`src/rtl/bldc_phase_current_window_filter_unit_macros.svh`:
```
// Assertion macros shared by the phase current window filter RTL.
`ifndef BLDC_PHASE_CURRENT_WINDOW_FILTER_UNIT_MACROS_SVH
`define BLDC_PHASE_CURRENT_WINDOW_FILTER_UNIT_MACROS_SVH

`ifndef SYNTHESIS
// same-cycle implication
`define BPCWF_ASSERT_IMPLY(label, clk, rst_n, ante, cons) \
	label: assert property (@(posedge clk) disable iff (!rst_n) (ante) |-> (cons)) \
		else $error("bpcwf: same-cycle check failed");
// next-cycle implication
`define BPCWF_ASSERT_NEXT(label, clk, rst_n, ante, cons) \
	label: assert property (@(posedge clk) disable iff (!rst_n) (ante) |=> (cons)) \
		else $error("bpcwf: next-cycle check failed");
`else
`define BPCWF_ASSERT_IMPLY(label, clk, rst_n, ante, cons)
`define BPCWF_ASSERT_NEXT(label, clk, rst_n, ante, cons)
`endif

`endif

```
`src/rtl/bpcwf_pkg.sv`:
```
// Types and constants of the phase current window filter.
`timescale 1ns / 1ps
`default_nettype none

package bpcwf_pkg;

	localparam int ADC_W    = 12;
	localparam int SAMPLE_W = 13;
	localparam int HALL_W   = 3;

	localparam int SHORT_WINDOW = 4;
	localparam int SHORT_SHIFT  = 2;

	localparam logic [ADC_W-1:0]           SAMPLE_CAP  = 12'd4095;
	localparam logic signed [SAMPLE_W-1:0] RUN_CAP     = 13'sd2000;
	localparam logic signed [SAMPLE_W:0]   SPIKE_LIMIT = 14'sd50;

	// register indexes (byte address bit 2)
	localparam logic REG_ZERO_BIAS   = 1'b0;
	localparam logic REG_WINDOW_MODE = 1'b1;

	typedef enum logic [1:0] {
		PH_U = 2'd0,
		PH_V = 2'd1,
		PH_W = 2'd2
	} phase_t;

	typedef struct packed {
		logic                       hall_bad;
		logic signed [SAMPLE_W-1:0] value;
	} samp_t;

	// conducting phase from hall code and direction
	function automatic phase_t pick_phase(input logic [HALL_W-1:0] hall, input logic rev);
		phase_t ph;
		ph = PH_U;
		unique case (hall)
			3'd1: ph = rev ? PH_V : PH_W;
			3'd2: ph = rev ? PH_U : PH_V;
			3'd3: ph = rev ? PH_U : PH_W;
			3'd4: ph = rev ? PH_W : PH_U;
			3'd5: ph = rev ? PH_V : PH_U;
			3'd6: ph = rev ? PH_W : PH_V;
			default: ph = PH_U;
		endcase
		return ph;
	endfunction

endpackage

`default_nettype wire

```
`src/rtl/bldc_phase_current_window_filter_unit.sv`:
```
// Top level of the BLDC phase current window filter.
`timescale 1ns / 1ps
`default_nettype none
`include "bldc_phase_current_window_filter_unit_macros.svh"

// Moving-average filter for BLDC motor current. Each input beat carries three
// 12-bit phase ADC samples, the hall code, the direction and a run flag, and
// produces exactly one output beat. With window_mode = 1 (reset value) the
// conducting phase is picked from hall code and direction, zero_bias is
// subtracted, and once the eight-entry window is full any sample rising more
// than 50 above the last output is replaced by that output. Hall codes 0 and
// 7 repeat the last output with hall_invalid set and leave the filter state
// alone. With window_mode = 0 the absolute biased samples of all three phases
// are summed and halved and averaged over four entries. The sample is capped
// at 4095; the average is the running sum divided (rounding toward minus
// infinity) by the full window length, also while the window fills; while
// motor_running is set, positive results are capped at 2000. Writing a new
// window_mode restarts the fill; the last output is kept.
// Rate: one beat per clock, sustained while the output is not stalled. A beat
// is registered in stage 1 alongside the registered read of the sample ring
// RAM, then goes through the sum update into the output register. The ring
// slot read for a beat is never the one written by the beat ahead of it, so
// no forwarding is needed. A stalled output holds the pipeline; the input
// takes a beat whenever the second stage is empty or moving on.
// Registers (APB, 32-bit data): 0x0 zero_bias[11:0], 0x4 window_mode[0].
// Configure only while no beat is in flight.
module bldc_phase_current_window_filter_unit import bpcwf_pkg::*; #(
	parameter int RING_DEPTH = 8
) (
	input  wire logic                       clk,
	input  wire logic                       arst_n,
	// APB configuration
	input  wire logic                       psel,
	input  wire logic                       penable,
	input  wire logic                       pwrite,
	input  wire logic [2:0]                 paddr,
	input  wire logic [31:0]                pwdata,
	output      logic [31:0]                prdata,
	output      logic                       pready,
	// input channel
	input  wire logic                       in_valid,
	output      logic                       in_stall,
	input  wire logic [ADC_W-1:0]           adc_phase_u,
	input  wire logic [ADC_W-1:0]           adc_phase_v,
	input  wire logic [ADC_W-1:0]           adc_phase_w,
	input  wire logic [HALL_W-1:0]          hall_code,
	input  wire logic                       reverse_dir,
	input  wire logic                       motor_running,
	// output channel
	output      logic                       out_valid,
	input  wire logic                       out_stall,
	output      logic signed [SAMPLE_W-1:0] filtered_current,
	output      logic                       hall_invalid
);

	localparam int PTR_W      = $clog2(RING_DEPTH);
	localparam int FILL_W     = PTR_W + 1;
	localparam int RING_SHIFT = PTR_W;
	localparam int SUM_W      = $clog2(RING_DEPTH * int'(SAMPLE_CAP) + 1) + 1;
	localparam logic [FILL_W-1:0] LONG_WIN  = FILL_W'(RING_DEPTH);
	localparam logic [FILL_W-1:0] SHORT_WIN = FILL_W'(SHORT_WINDOW);
	localparam logic [PTR_W-1:0]  SHORT_MSK = PTR_W'(SHORT_WINDOW - 1);

	// configuration
	logic [ADC_W-1:0] bias_q;
	logic             mode_q;

	// front-end control
	logic [PTR_W-1:0]  wp_q;
	logic [FILL_W-1:0] fill_q;

	// stage 1
	logic                       s1_v_q;
	logic                       s1_bad_s1;
	logic                       s1_full_s1;
	logic                       s1_run_s1;
	logic [PTR_W-1:0]           s1_slot_s1;
	logic signed [SAMPLE_W-1:0] s1_samp_s1;

	// accumulator and output
	logic signed [SUM_W-1:0]    sum_q;
	logic signed [SAMPLE_W-1:0] last_q;
	logic                       out_v_q;
	logic signed [SAMPLE_W-1:0] out_cur_q;
	logic                       out_bad_q;

	samp_t                      samp;
	logic                       cfg_wr;
	logic                       accept;
	logic                       out_free;
	logic                       adv;
	logic [PTR_W-1:0]           slot0;
	logic [PTR_W-1:0]           wp_nx;
	logic [FILL_W-1:0]          win0;
	logic                       full0;
	logic [SAMPLE_W-1:0]        ring_rd;
	logic signed [SAMPLE_W:0]   spike_diff;
	logic signed [SAMPLE_W-1:0] new_samp;
	logic signed [SAMPLE_W-1:0] old_samp;
	logic signed [SUM_W-1:0]    sum_nx;
	logic signed [SUM_W-1:0]    avg_wide;
	logic signed [SAMPLE_W-1:0] avg;
	logic signed [SAMPLE_W-1:0] res;
	logic                       ring_we;

	// ---------------- configuration port ----------------
	assign pready = 1'b1;
	assign cfg_wr = psel && penable && pwrite && pready;

	always_comb begin
		unique case (paddr[2])
			REG_ZERO_BIAS:   prdata = {{(32 - ADC_W){1'b0}}, bias_q};
			REG_WINDOW_MODE: prdata = {31'd0, mode_q};
			default:         prdata = 32'd0;
		endcase
	end

	always_ff @(posedge clk or negedge arst_n) begin
		if (!arst_n) begin
			bias_q <= '0;
			mode_q <= 1'b1;
		end else if (cfg_wr) begin
			if (paddr[2] == REG_ZERO_BIAS) begin
				bias_q <= pwdata[ADC_W-1:0];
			end else begin
				mode_q <= pwdata[0];
			end
		end
	end

	// mode change restarts the window fill
	logic mode_chg;
	assign mode_chg = cfg_wr && (paddr[2] == REG_WINDOW_MODE) && (pwdata[0] != mode_q);

	// ---------------- stage 0: sample, slot, ring read ----------------
	bpcwf_sample u_sample (
		.adc_phase_u (adc_phase_u),
		.adc_phase_v (adc_phase_v),
		.adc_phase_w (adc_phase_w),
		.hall_code   (hall_code),
		.reverse_dir (reverse_dir),
		.zero_bias   (bias_q),
		.window_mode (mode_q),
		.samp        (samp)
	);

	assign out_free = !out_v_q || !out_stall;
	assign adv      = s1_v_q && out_free;
	assign in_stall = s1_v_q && !out_free;
	assign accept   = in_valid && !in_stall;

	always_comb begin
		slot0 = mode_q ? wp_q : (wp_q & SHORT_MSK);
		wp_nx = mode_q ? (slot0 + 1'b1) : ((slot0 + 1'b1) & SHORT_MSK);
		win0  = mode_q ? LONG_WIN : SHORT_WIN;
		full0 = fill_q >= win0;
	end

	always_ff @(posedge clk or negedge arst_n) begin
		if (!arst_n) begin
			wp_q   <= '0;
			fill_q <= '0;
		end else if (mode_chg) begin
			wp_q   <= '0;
			fill_q <= '0;
		end else if (accept && !samp.hall_bad) begin
			wp_q <= wp_nx;
			if (!full0) begin
				fill_q <= fill_q + 1'b1;
			end
		end
	end

	always_ff @(posedge clk or negedge arst_n) begin
		if (!arst_n) begin
			s1_v_q <= 1'b0;
		end else if (accept) begin
			s1_v_q <= 1'b1;
		end else if (adv) begin
			s1_v_q <= 1'b0;
		end
	end

	always_ff @(posedge clk) begin
		if (accept) begin
			s1_bad_s1  <= samp.hall_bad;
			s1_full_s1 <= full0;
			s1_run_s1  <= motor_running;
			s1_slot_s1 <= slot0;
			s1_samp_s1 <= samp.value;
		end
	end

	// ---------------- sample ring ----------------
	assign ring_we = adv && !s1_bad_s1;

	bpcwf_ram #(
		.WIDTH (SAMPLE_W),
		.DEPTH (RING_DEPTH)
	) u_ring (
		.clk   (clk),
		.we    (ring_we),
		.waddr (s1_slot_s1),
		.wdata (new_samp),
		.re    (accept),
		.raddr (slot0),
		.rdata (ring_rd)
	);

	// ---------------- stage 1: spike reject, running sum, average ----------------
	always_comb begin
		spike_diff = $signed({s1_samp_s1[SAMPLE_W-1], s1_samp_s1})
			- $signed({last_q[SAMPLE_W-1], last_q});
		new_samp = (mode_q && s1_full_s1 && (spike_diff > SPIKE_LIMIT)) ? last_q : s1_samp_s1;
		old_samp = s1_full_s1 ? $signed(ring_rd) : '0;
		sum_nx   = sum_q
			- $signed({{(SUM_W - SAMPLE_W){old_samp[SAMPLE_W-1]}}, old_samp})
			+ $signed({{(SUM_W - SAMPLE_W){new_samp[SAMPLE_W-1]}}, new_samp});
		// arithmetic shift floors toward minus infinity
		avg_wide = mode_q ? (sum_nx >>> RING_SHIFT) : (sum_nx >>> SHORT_SHIFT);
		avg      = avg_wide[SAMPLE_W-1:0];
		res      = (s1_run_s1 && (avg > RUN_CAP)) ? RUN_CAP : avg;
	end

	always_ff @(posedge clk or negedge arst_n) begin
		if (!arst_n) begin
			sum_q  <= '0;
			last_q <= '0;
		end else if (mode_chg) begin
			sum_q <= '0;
		end else if (adv && !s1_bad_s1) begin
			sum_q  <= sum_nx;
			last_q <= res;
		end
	end

	// ---------------- output register ----------------
	always_ff @(posedge clk or negedge arst_n) begin
		if (!arst_n) begin
			out_v_q <= 1'b0;
		end else if (adv) begin
			out_v_q <= 1'b1;
		end else if (!out_stall) begin
			out_v_q <= 1'b0;
		end
	end

	always_ff @(posedge clk) begin
		if (adv) begin
			out_cur_q <= s1_bad_s1 ? last_q : res;
			out_bad_q <= s1_bad_s1;
		end
	end

	assign out_valid        = out_v_q;
	assign filtered_current = out_cur_q;
	assign hall_invalid     = out_bad_q;

	// ---------------- checks ----------------
	`BPCWF_ASSERT_IMPLY(a_fill_bound, clk, arst_n, 1'b1, fill_q <= LONG_WIN)
	`BPCWF_ASSERT_NEXT(a_s1_hold, clk, arst_n, s1_v_q && !out_free, s1_v_q)
	`BPCWF_ASSERT_IMPLY(a_bad_repeats, clk, arst_n, out_v_q && out_bad_q, out_cur_q == last_q)
	`BPCWF_ASSERT_IMPLY(a_mode0_no_bad, clk, arst_n, s1_v_q && !mode_q, !s1_bad_s1)

endmodule

`default_nettype wire

```
`src/rtl/bpcwf_ram.sv`:
```
// Generic single-write, single-read RAM with registered read data.
`timescale 1ns / 1ps
`default_nettype none

module bpcwf_ram #(
	parameter int WIDTH = 13,
	parameter int DEPTH = 8
) (
	input  wire logic                     clk,
	input  wire logic                     we,
	input  wire logic [$clog2(DEPTH)-1:0] waddr,
	input  wire logic [WIDTH-1:0]         wdata,
	input  wire logic                     re,
	input  wire logic [$clog2(DEPTH)-1:0] raddr,
	output      logic [WIDTH-1:0]         rdata
);

	logic [WIDTH-1:0] mem_q [DEPTH];

	always_ff @(posedge clk) begin
		if (we) begin
			mem_q[waddr] <= wdata;
		end
		if (re) begin
			rdata <= mem_q[raddr];
		end
	end

endmodule

`default_nettype wire

```
`src/rtl/bpcwf_sample.sv`:
```
// Sample builder: bias removal, phase pick or three-phase sum, capping.
`timescale 1ns / 1ps
`default_nettype none

module bpcwf_sample import bpcwf_pkg::*; (
	input  wire logic [ADC_W-1:0]  adc_phase_u,
	input  wire logic [ADC_W-1:0]  adc_phase_v,
	input  wire logic [ADC_W-1:0]  adc_phase_w,
	input  wire logic [HALL_W-1:0] hall_code,
	input  wire logic              reverse_dir,
	input  wire logic [ADC_W-1:0]  zero_bias,
	input  wire logic              window_mode,
	output      samp_t             samp
);

	logic signed [SAMPLE_W-1:0] du, dv, dw;
	logic [ADC_W-1:0]           au, av, aw;
	logic [ADC_W+1:0]           abs_sum;
	logic [SAMPLE_W-1:0]        half;
	logic [ADC_W-1:0]           half_cap;
	logic signed [SAMPLE_W-1:0] picked;

	always_comb begin
		du = $signed({1'b0, adc_phase_u}) - $signed({1'b0, zero_bias});
		dv = $signed({1'b0, adc_phase_v}) - $signed({1'b0, zero_bias});
		dw = $signed({1'b0, adc_phase_w}) - $signed({1'b0, zero_bias});

		// magnitudes stay within 12 bits
		au = du[SAMPLE_W-1] ? ADC_W'(-du) : du[ADC_W-1:0];
		av = dv[SAMPLE_W-1] ? ADC_W'(-dv) : dv[ADC_W-1:0];
		aw = dw[SAMPLE_W-1] ? ADC_W'(-dw) : dw[ADC_W-1:0];

		abs_sum  = {2'b00, au} + {2'b00, av} + {2'b00, aw};
		half     = abs_sum[ADC_W+1:1];
		half_cap = (half > {1'b0, SAMPLE_CAP}) ? SAMPLE_CAP : half[ADC_W-1:0];

		unique case (pick_phase(hall_code, reverse_dir))
			PH_U:    picked = du;
			PH_V:    picked = dv;
			PH_W:    picked = dw;
			default: picked = du;
		endcase

		// a biased single phase never exceeds the cap
		samp.value    = window_mode ? picked : $signed({1'b0, half_cap});
		samp.hall_bad = window_mode && (hall_code == 3'd0 || hall_code == 3'd7);
	end

endmodule

`default_nettype wire
```
`config.mk`:
```
export PLATFORM = sky130hd
export DESIGN_NAME = bldc_phase_current_window_filter_unit
export DESIGN_NICKNAME = d
export VERILOG_FILES = /design/src/rtl/bpcwf_pkg.sv /design/src/rtl/bldc_phase_current_window_filter_unit.sv /design/src/rtl/bpcwf_ram.sv /design/src/rtl/bpcwf_sample.sv
export VERILOG_INCLUDE_DIRS = /design/src /design/src/rtl
export SDC_FILE = /design/constraint.sdc
export NUM_CORES = 1
export LEC_CHECK = 0
export ABC_AREA = 1
export ABC_CLOCK_PERIOD_IN_PS = 7800
export BUFFER_PORTS_ARGS = -buffer_cell sky130_fd_sc_hd__buf_2
export CELL_PAD_IN_SITES_DETAIL_PLACEMENT = 0
export CELL_PAD_IN_SITES_GLOBAL_PLACEMENT = 1
export CORE_MARGIN = 2
export CORE_UTILIZATION = 50
export CTS_BUF_LIST = sky130_fd_sc_hd__clkbuf_4
export CTS_CLUSTER_DIAMETER = 40
export DETAILED_ROUTE_END_ITERATION = 8
export GPL_TIMING_DRIVEN = 0
export MAX_ROUTING_LAYER = met4
export PLACE_DENSITY = 0.95
export RECOVER_POWER = 25
export SLEW_MARGIN = 10
export SYNTH_ARGS = -nofsm -noshare
export SYNTH_HDL_FRONTEND = slang
export SYNTH_HIERARCHICAL = 1
export SYNTH_SLANG_ARGS = --single-unit
export TNS_END_PERCENT = 50
```
`constraint.sdc`:
```
create_clock -name clk -period 7.8 [get_ports clk]
set_input_delay 0 -clock clk [delete_from_list [all_inputs] [get_ports clk]]
set_output_delay 0 -clock clk [all_outputs]
set_load 0.03 [all_outputs]
```
==> results of run 1 <==
[routing by layer]
metal / vias up / GRT usage / part of all wire
li1: 7039 / - / -
met1: 6393 / 0.372 / 0.45
met2: 392 / 0.443 / 0.45
met3: 95 / 0.0420 / 0.064
met4: 0 / 0.100 / 0.034
met5: - / - / 0
[worst max-delay path: cells and delay by family, from the launching register on]
family                   cells  cell delay [ns]
AND/OR/NAND/NOR             29             2.62
adder cells (fa/ha/maj)      5             1.66
buffers and inverters        6             0.83
AO/OA/AOI/OAI                1             0.48
flip-flops                   1             0.45
[Yosys cell counts, drive strengths merged (7+ instances only)]
library cell / count / area share
a21oi: 78 / 0.028
buf: 45 / 0.022
clkbuf: 18 / 0.0043
dfrtp: 50 / 0.080
edfxtp: 150 / 0.29
fa: 31 / 0.040
ha: 87 / 0.070
inv: 461 / 0.11
nand2: 687 / 0.17
nand3: 190 / 0.063
nand3b: 9 / 0.0043
nand4: 22 / 0.0098
nor2: 130 / 0.033
nor3: 8 / 0.0029
o21ai: 67 / 0.022
o21bai: 7 / 0.0034
o22ai: 15 / 0.0060
or2: 8 / 0.0032
xnor2: 11 / 0.0062
xor2: 32 / 0.018
[registers in the layout (all words and copies together), names as in the netlist]
signal,flops
s1_slot_s1,3
s1_v_q,1
s1_run_s1,1
s1_samp_s1,13
s1_full_s1,1
fill_q,4
wp_q,3
sum_q,16
filtered_current,13
u_ring/rdata,13
hall_invalid,1
mode_q,1
bias_q,12
last_q,13
out_valid,1
s1_bad_s1,1
u_ring/mem_q,104
[area by class of cell]
type                       count  area [um2]  share of cell area
multi-input combinational   1424        7720               0.441
sequential                   201        5780               0.330
inverter                     463        1750              0.0998
timing repair buffer         119         706              0.0403
clock buffer                  79         593              0.0338
tap                          396         495              0.0283
buffer                        63         412              0.0235
clock inverter                13        61.3             0.00350
antenna                        2        5.00            0.000286
[stage by stage]
step	hold WS, ns	util	worst slack (ns)	area [um2]	cells
2_1_floorplan	-0.296	-	2.58	15600	2151
3_3_place_gp	0.179	0.541	1.21	16600	2635
3_5_place_dp	0.127	0.541	1.17	16600	2636
6_report	0.0573	0.571	1.49	17500	2760
5_1_grt	0.0719	0.571	0.949	17500	2760
4_1_cts	0.00443	0.573	1.13	17600	2758
[final timing paths]
kind,start,endpoint,slack [ns]
worst min-delay path,psel,fill_q[2]$_DFFE_PN0P_,0.06
worst max-delay path,last_q[0]$_DFFE_PN0P_,filtered_current[3]$_DFFE_PP_,1.49
max in group asynchronous,arst_n,last_q[5]$_DFFE_PN0P_,4.16
min in group asynchronous,arst_n,mode_q$_DFFE_PN1P_,0.52
worst min register to register,s1_v_q$_DFFE_PN0P_,out_valid$_DFFE_PN0P_,0.47
worst max register to register,last_q[0]$_DFFE_PN0P_,filtered_current[3]$_DFFE_PP_,1.49
[kinds of logic (layout without fill, tap and decap cells)]
family	count (synthesis)	after routing	synth area share
flops	201	201	0.371
other cells	2	23	0.000482
xor+xnor	43	43	0.0247
compound gates	186	186	0.0682
simple gates	1056	1056	0.287
fa+ha+maj	118	118	0.110
buf+inv	526	737	0.139
[repair_timing]
| item | 4_1_cts | 5_1_grt |
|---|---|---|
| endpoints found under the hold margin | 89 | 0 |
| setup endpoints to repair | 0 | 0 |
| hold buffers | 30 | 0 |
==> results.md, run 1 <==
- Largest net degree at the start of global routing: 51
- Die Area: 32600 um2
- Routed len/inst: 16.1 um
- Worst-path maximum fanout: 10
- IO Port Bufs: 88
- Max Freq: 0.158 GHz
- WP data arrival: 6.74 ns
- Status: finished, violations left
- Vias per cell: 5.04
- WS Path Type: flop to flop
- Final min period: 6.31 ns
- Syn Area/Cell: 7.30 um2
- Layout Nets: 2527
- Crit start category: flop
- Post-synth EDFFs: 150
- Failing checks: capacitance limit, slew limit
- Core Box Area: 30700 um2
- First-pass iteration count of the detailed router: 7
- Synthesized instance count: 2132
- Post-DP HPWL: 34900 um
- Slowest stage delay, CP: 0.48 ns
- H-tree depth: 2
- Worst Tran Pin Value: 3.24 ns
- Vias in the first global route: 13500
- Vias: 13900
- Fillers: 2962
- Fin Setup TNS: 0 ns
- Initial antenna violation count: 2
- #FFs+latches synth: 201
- Worst-skew pair later-pin latency: 0.71 ns
- Count of cell types in the netlist: 50
- Final hold vios: 0
- Routability cong.: 0.963
- Routed Wire Length: 44400 um
- Die outline width: 180 um
- Commonest cells after routing, fill and taps aside: nand2_1, inv_1, nand3_1, edfxtp_1, nor2_1
- Synth warnings: 6
- CTS tree: yes
- Commonest non-fill, non-tap cell in the layout: nand2_1
- Iteration-0 DRC Markers: 934
- CP dominant cell by count: nand2_1
- Clock buffer count from CTS: 54
- Post-CTS sizing: 0
- Fin crit share: 0.809
- Data required time of the critical path: 8.23 ns
- Class of the worst hold path: input pin to flop
- Main synth FF type: edfxtp_1
- Max-Cap Viols: 1
- CTS Buffer Depth: 3
- Post-route ant nets: 0
- Row cnt: 64
- Sequential element share of the synthesized area: 0.371
- Critical-path top delay cell: o21ai_1
- Starting Density: 0.508
- Share of cells above drive strength 1: 0.113
- First-pass GRT wire length: 70300 um
- IO Pins: 132
- Worst rel slew slack: -1.16
- Setup Buffers After CTS: 0
- DRC errors left: 0
- Clk_skew: 0.0710 ns
- Synth Cell Area: 15600 um2
- # setup viols final: 0
- Clock-pin transition on the worst setup and hold timing paths: 0.07 ns
- Async S/R FF share, synth: 0.254
- RSZ-0062 raised after global routing: no
- Gr usage total: 0.281
- Area Overhead vs Synth: 12.5%
- Min-Delay Path Depth: 6
- Root buffer cell: clkbuf_4
- R2R depth: 41
- CP Capture Type: flop
- Slew Viols, Final: 51
- Grt total ovfl: 0
- CTS sink cnt: 201
- Die height: 180 um
Power of run 1 is left out: the tool's default activity adds up to more than one toggle a clock period on the data nets, which glitch-free logic cannot reach.
==> inputs of run 2 (changes only) <==
--- a/config.mk
+++ b/config.mk
@@ -7,18 +7,18 @@
 export NUM_CORES = 1
 export LEC_CHECK = 0
 export ABC_AREA = 1
-export ABC_CLOCK_PERIOD_IN_PS = 7800
+export ABC_CLOCK_PERIOD_IN_PS = 6500
 export BUFFER_PORTS_ARGS = -buffer_cell sky130_fd_sc_hd__buf_2
 export CELL_PAD_IN_SITES_DETAIL_PLACEMENT = 0
 export CELL_PAD_IN_SITES_GLOBAL_PLACEMENT = 1
 export CORE_MARGIN = 2
-export CORE_UTILIZATION = 50
+export CORE_UTILIZATION = 46
 export CTS_BUF_LIST = sky130_fd_sc_hd__clkbuf_4
 export CTS_CLUSTER_DIAMETER = 40
 export DETAILED_ROUTE_END_ITERATION = 8
 export GPL_TIMING_DRIVEN = 0
 export MAX_ROUTING_LAYER = met4
-export PLACE_DENSITY = 0.95
+export PLACE_DENSITY = 0.91
 export RECOVER_POWER = 25
 export SLEW_MARGIN = 10
 export SYNTH_ARGS = -nofsm -noshare
==> constraint.sdc (replaced) <==
create_clock -name clk -period 6.5 [get_ports clk]
set_input_delay 0 -clock clk [delete_from_list [all_inputs] [get_ports clk]]
set_output_delay 0 -clock clk [all_outputs]
set_load 0.03 [all_outputs]
==> run 2 against run 1 <==
Register-to-register slack worse by 1.0 ns. Highest routed layer unchanged. Sequential share of layout area is 0.60 points lower. Largest cell class unchanged. The run still ends with capacitance limit, slew limit left. Cell area is 1.9% higher. Global-route usage is 2.9 points lower.
==> results.md, run 2 (synthesized netlist as in run 1, its figures left out) <==
- Status: finished, violations left
- Failing checks: capacitance limit, slew limit
- Final hold vios: 0
- Slew Viols, Final: 51
- WHS: 0.0626 ns
- Worst rel slew slack: -1.13
- Die height: 188 um
- Area Overhead vs Synth: 14.6%
- Worst-path maximum fanout: 10
- Row cnt: 67
- Crit start category: flop
- Post-DP HPWL: 33300 um
- IO Port Bufs: 88
- Grt total ovfl: 0
- Critical-path top delay cell: fa_1
- Class of the worst hold path: input pin to flop
- # setup viols final: 0
- Clk_skew: 0.0579 ns
- Slowest stage delay, CP: 0.59 ns
- Routed len/inst: 15.1 um
- First-pass iteration count of the detailed router: 5
- Vias per cell: 4.95
- WP data arrival: 6.47 ns
- Max Freq: 0.166 GHz
- Worst Tran Pin Value: 3.20 ns
- Root buffer cell: clkbuf_4
- Final min period: 6.01 ns
- Critical path origin: last_q[0]$_DFFE_PN0P_
- Post-route ant nets: 0
- Max-Cap Viols: 1
- Min-delay src: adc_phase_u[1]
- Layout Nets: 2541
- First-pass GRT wire length: 68700 um
- Critical R2R Launch: last_q[0]$_DFFE_PN0P_
- Data required time of the critical path: 6.96 ns
- Die Area: 35300 um2
- CTS tree: yes
- Iteration-0 DRC Markers: 866
- CP dominant cell by count: nand2_1
- Area of the multi-input gates: 7720 um2
- Fin cells: 2835
- CTS Buffer Depth: 3
- CTS sink cnt: 201
- Register area: 5780 um2
- Die outline width: 188 um
- Commonest non-fill, non-tap cell in the layout: nand2_1
- Gr usage total: 0.252
- H-tree depth: 2
- CP Capture Type: flop
- Setup ws final: 0.492 ns
- Starting Density: 0.466
- IO Pins: 132
- RSZ-0062 raised after global routing: no
- Largest net degree at the start of global routing: 51
- Fillers: 3268
- Biggest register: u_ring/mem_q
- Routed Wire Length: 42700 um
- Worst-skew pair later-pin latency: 0.76 ns
- Fin crit share: 0.924
- Share of cells above drive strength 1: 0.117
- Core Box Area: 33400 um2
- Routability cong.: 0.911
- DRC errors left: 0
- WS Path Type: flop to flop
- Clock-pin transition on the worst setup and hold timing paths: 0.06 ns
- Final Core Density: 0.534
- Number of flip-flops in the largest register: 104
- Top flop regs: u_ring/mem_q: 104 flops, sum_q: 16 flops
- Commonest cells after routing, fill and taps aside: nand2_1, inv_1, nand3_1, edfxtp_1, nor2_1
- Vias: 14000
- Initial antenna violation count: 2
- Dpl cells: 2687
- Vias in the first global route: 13800
- Clock buffer count from CTS: 58
- DP Worst Slack: 0.0672 ns
-- run 2: final timing paths --
path | endpoint | slack [ns] | depth (start not counted)
worst max-delay path | filtered_current[5]$_DFFE_PP_ | 0.49 | 39
worst max register to register | filtered_current[5]$_DFFE_PP_ | 0.49 | 39
max in group asynchronous | sum_q[10]$_DFFE_PN0P_ | 2.94 | 4
min in group asynchronous | mode_q$_DFFE_PN1P_ | 0.49 | 3
worst min register to register | out_valid$_DFFE_PN0P_ | 0.46 | 2
worst min-delay path | s1_samp_s1[1]$_DFFE_PP_ | 0.06 | 6
-- run 2: cell type report --
class	count	area share
clock inverters	21	0.00974
well taps	448	0.0314
repair buffers	129	0.0454
inverters	463	0.0979
plain buffers	63	0.0232
flip-flops and latches	201	0.324
diodes	2	0.000280
multi-input cells	1424	0.433
clock buffers	84	0.0353
-- run 2: layer usage --
metal / track usage / part of all wire / up-vias
li1: - / - / 7071
met5: - / 0 / -
met2: 0.438 / 0.49 / 380
met1: 0.305 / 0.44 / 6522
met3: 0.0382 / 0.050 / 51
met4: 0.0672 / 0.019 / 0
-- run 2: repair_timing --
item,CTS,global route
endpoints found under the hold margin,90,0
setup endpoints to repair,0,24
resized for setup,0,11
hold buffers,40,0
setup buffers,0,1
-- run 2: stage by stage --
stage	area (um2)	TNS, ns
3_3_place_gp	16600	-2.30
6_report	17800	0
5_1_grt	17800	0
4_1_cts	17900	0
2_1_floorplan	15600	0
3_5_place_dp	16700	0
-- run 2: worst max-delay path, delay by kind of cell (launching register included) --
family                     cells  cell delay (ns)
and+or+nand+nor               27             2.48
adders and majority gates      4             1.63
AOI/OAI and AO/OA              2             0.50
buffers and inverters          6             0.64
DFF                            1             0.45
Power of run 2 is left out for the same reason.
==> inputs of run 3 (changes only) <==
--- a/config.mk
+++ b/config.mk
@@ -11,6 +11,7 @@
 export BUFFER_PORTS_ARGS = -buffer_cell sky130_fd_sc_hd__buf_2
 export CELL_PAD_IN_SITES_DETAIL_PLACEMENT = 0
 export CELL_PAD_IN_SITES_GLOBAL_PLACEMENT = 1
+export CORE_ASPECT_RATIO = 0.5
 export CORE_MARGIN = 2
 export CORE_UTILIZATION = 46
 export CTS_BUF_LIST = sky130_fd_sc_hd__clkbuf_4
==> run 3 against run 2 <==
The flow still finishes with violations (capacitance limit, slew limit). Routed wire length decreased by 7.6%. Flip-flop and latch count unchanged. Sequential share of layout area increased by 0.57 points. Via count decreased by 3.4%. Cell count decreased by 1.1%. Critical path depth increased by 1. Cell area decreased by 1.7%. Fmax increased by 0.26%. Non-clock buffer count decreased by 11. Register-to-register slack improved by 0.02 ns. First-iteration DRC count decreased by 1.5%. Worst setup slack improved by 0.016 ns.
==> results.md, run 3 (synthesized netlist as in run 1, its figures left out) <==
- Number of flip-flops in the largest register: 104
- Failing checks: capacitance limit, slew limit
- Setup ws final: 0.507 ns
- Fin crit share: 0.922
- Gr usage total: 0.235
- Routability cong.: 0.920
- Worst rel slew slack: -1.06
- WP data arrival: 6.39 ns
- CTS Buffer Depth: 3
- Dpl cells: 2681
- Class of the worst hold path: input pin to flop
- WHS: 0.0701 ns
- Routed len/inst: 14.1 um
- Post-DP HPWL: 31000 um
- Vias in the first global route: 13000
- DP Worst Slack: -0.240 ns
- IO Port Bufs: 88
- Max-Cap Viols: 1
- RSZ-0062 raised after global routing: no
- Die height: 134 um
- Root buffer cell: clkbuf_4
- H-tree depth: 2
- Commonest non-fill, non-tap cell in the layout: nand2_1
- First-pass GRT wire length: 64400 um
- Clk_skew: 0.0385 ns
- Max Freq: 0.167 GHz
- Final hold vios: 0
- Die outline width: 264 um
- Worst-path maximum fanout: 10
- Vias: 13500
- Slowest stage delay, CP: 0.62 ns
- CP dominant cell by count: nand2_1
- Die Area: 35400 um2
- Initial antenna violation count: 2
- Cell Area, Placed: 16700 um2
- Crit start category: flop
- Starting Density: 0.469
- Vias per cell: 4.83
- Area Overhead vs Synth: 12.6%
- CP Capture Type: flop
- CTS tree: yes
- Share of cells above drive strength 1: 0.109
- Commonest cells after routing, fill and taps aside: nand2_1, inv_1, nand3_1, edfxtp_1, nor2_1
- Grt total ovfl: 0
- Layout Nets: 2522
- Largest net degree at the start of global routing: 52
- Status: finished, violations left
- Routed Wire Length: 39500 um
- CTS sink cnt: 201
- Final min period: 5.99 ns
- Design Area, Final: 17500 um2
- Post-route ant nets: 0
- Data required time of the critical path: 6.89 ns
- Slew Viols, Final: 52
- WS Path Type: flop to flop
- Worst Tran Pin Value: 3.10 ns
- First-pass iteration count of the detailed router: 5
- Clock buffer count from CTS: 50
- Row cnt: 47
- Iteration-0 DRC Markers: 853
- Biggest register: u_ring/mem_q
- DRC errors left: 0
- Fin cells: 2803
- Worst-skew pair later-pin latency: 0.69 ns
- IO Pins: 132
- Critical-path top delay cell: fa_1
- Core Box Area: 33200 um2
- Clock-pin transition on the worst setup and hold timing paths: 0.07 ns
- Top flop regs: u_ring/mem_q: 104 flops, sum_q: 16 flops
- # setup viols final: 0
run 3: changes by cell type in the layout (fill, tap and decap cells not counted), moves of 4 or more:
cell	before	now
o21ai_1	11	6
dlygate4sd3_1	39	29
clkinv_2	6	2
clkbuf_4	84	69
clkinv_1	12	20
o21ai_0	54	59
run 3: timing repair:
action | 4_1_cts | 5_1_grt
endpoints found under the setup margin | 22 | 24
buffers inserted | 0 | 0
gates resized for setup | 1 | 7
endpoints found under the hold margin | 88 | 50
hold buffers | 28 | 1
cloned | 0 | 0
run 3: final timing paths:
| check | startpoint | to | slack, ns | cells past startpoint |
|---|---|---|---|---|
| worst max-delay path | last_q[0]$_DFFE_PN0P_ | filtered_current[0]$_DFFE_PP_ | 0.51 | 40 |
| worst min-delay path | motor_running | s1_run_s1$_DFFE_PP_ | 0.07 | 2 |
| worst max register to register | last_q[0]$_DFFE_PN0P_ | filtered_current[0]$_DFFE_PP_ | 0.51 | 40 |
| worst min register to register | s1_v_q$_DFFE_PN0P_ | out_valid$_DFFE_PN0P_ | 0.48 | 2 |
| max in group asynchronous | arst_n | sum_q[11]$_DFFE_PN0P_ | 3.29 | 3 |
| min in group asynchronous | arst_n | sum_q[10]$_DFFE_PN0P_ | 1.45 | 3 |
run 3: cell type report:
cell class                 instances  area [um2]
sequential                       201        5780
clock inverter                    22        93.8
buffer                            63         415
multi-input combinational       1424        7720
inverter                         463        1750
timing repair buffer             118         703
fill                            3270       15700
tap                              441         552
antenna                            2        5.00
clock buffer                      69         518
run 3: stage by stage:
| stage | util | setup TNS [ns] |
|---|---|---|
| floorplan | - | 0 |
| global placement | 0.501 | -0.859 |
| detailed placement | 0.501 | -2.56 |
| CTS | 0.528 | 0 |
| global route | 0.528 | 0 |
| finish | 0.528 | 0 |
run 3: per-layer routing:
layer  wire length [um]  vias to the layer above  GRT usage
met4                958                        0     0.0698
li1                   -                     7026          -
met2              18400                      336      0.389
met5                  0                        -          -
met3               2010                       68     0.0343
met1              18100                     6112      0.301
run 3: worst max-delay path, delay by kind of cell (launching register included):
kind	cells	cell delay, ns
and+or+nand+nor	29	2.57
adders and majority gates	4	1.75
AOI/OAI and AO/OA	1	0.28
buffers and inverters	6	0.66
DFF	1	0.42
Power of run 3 is left out for the same reason.
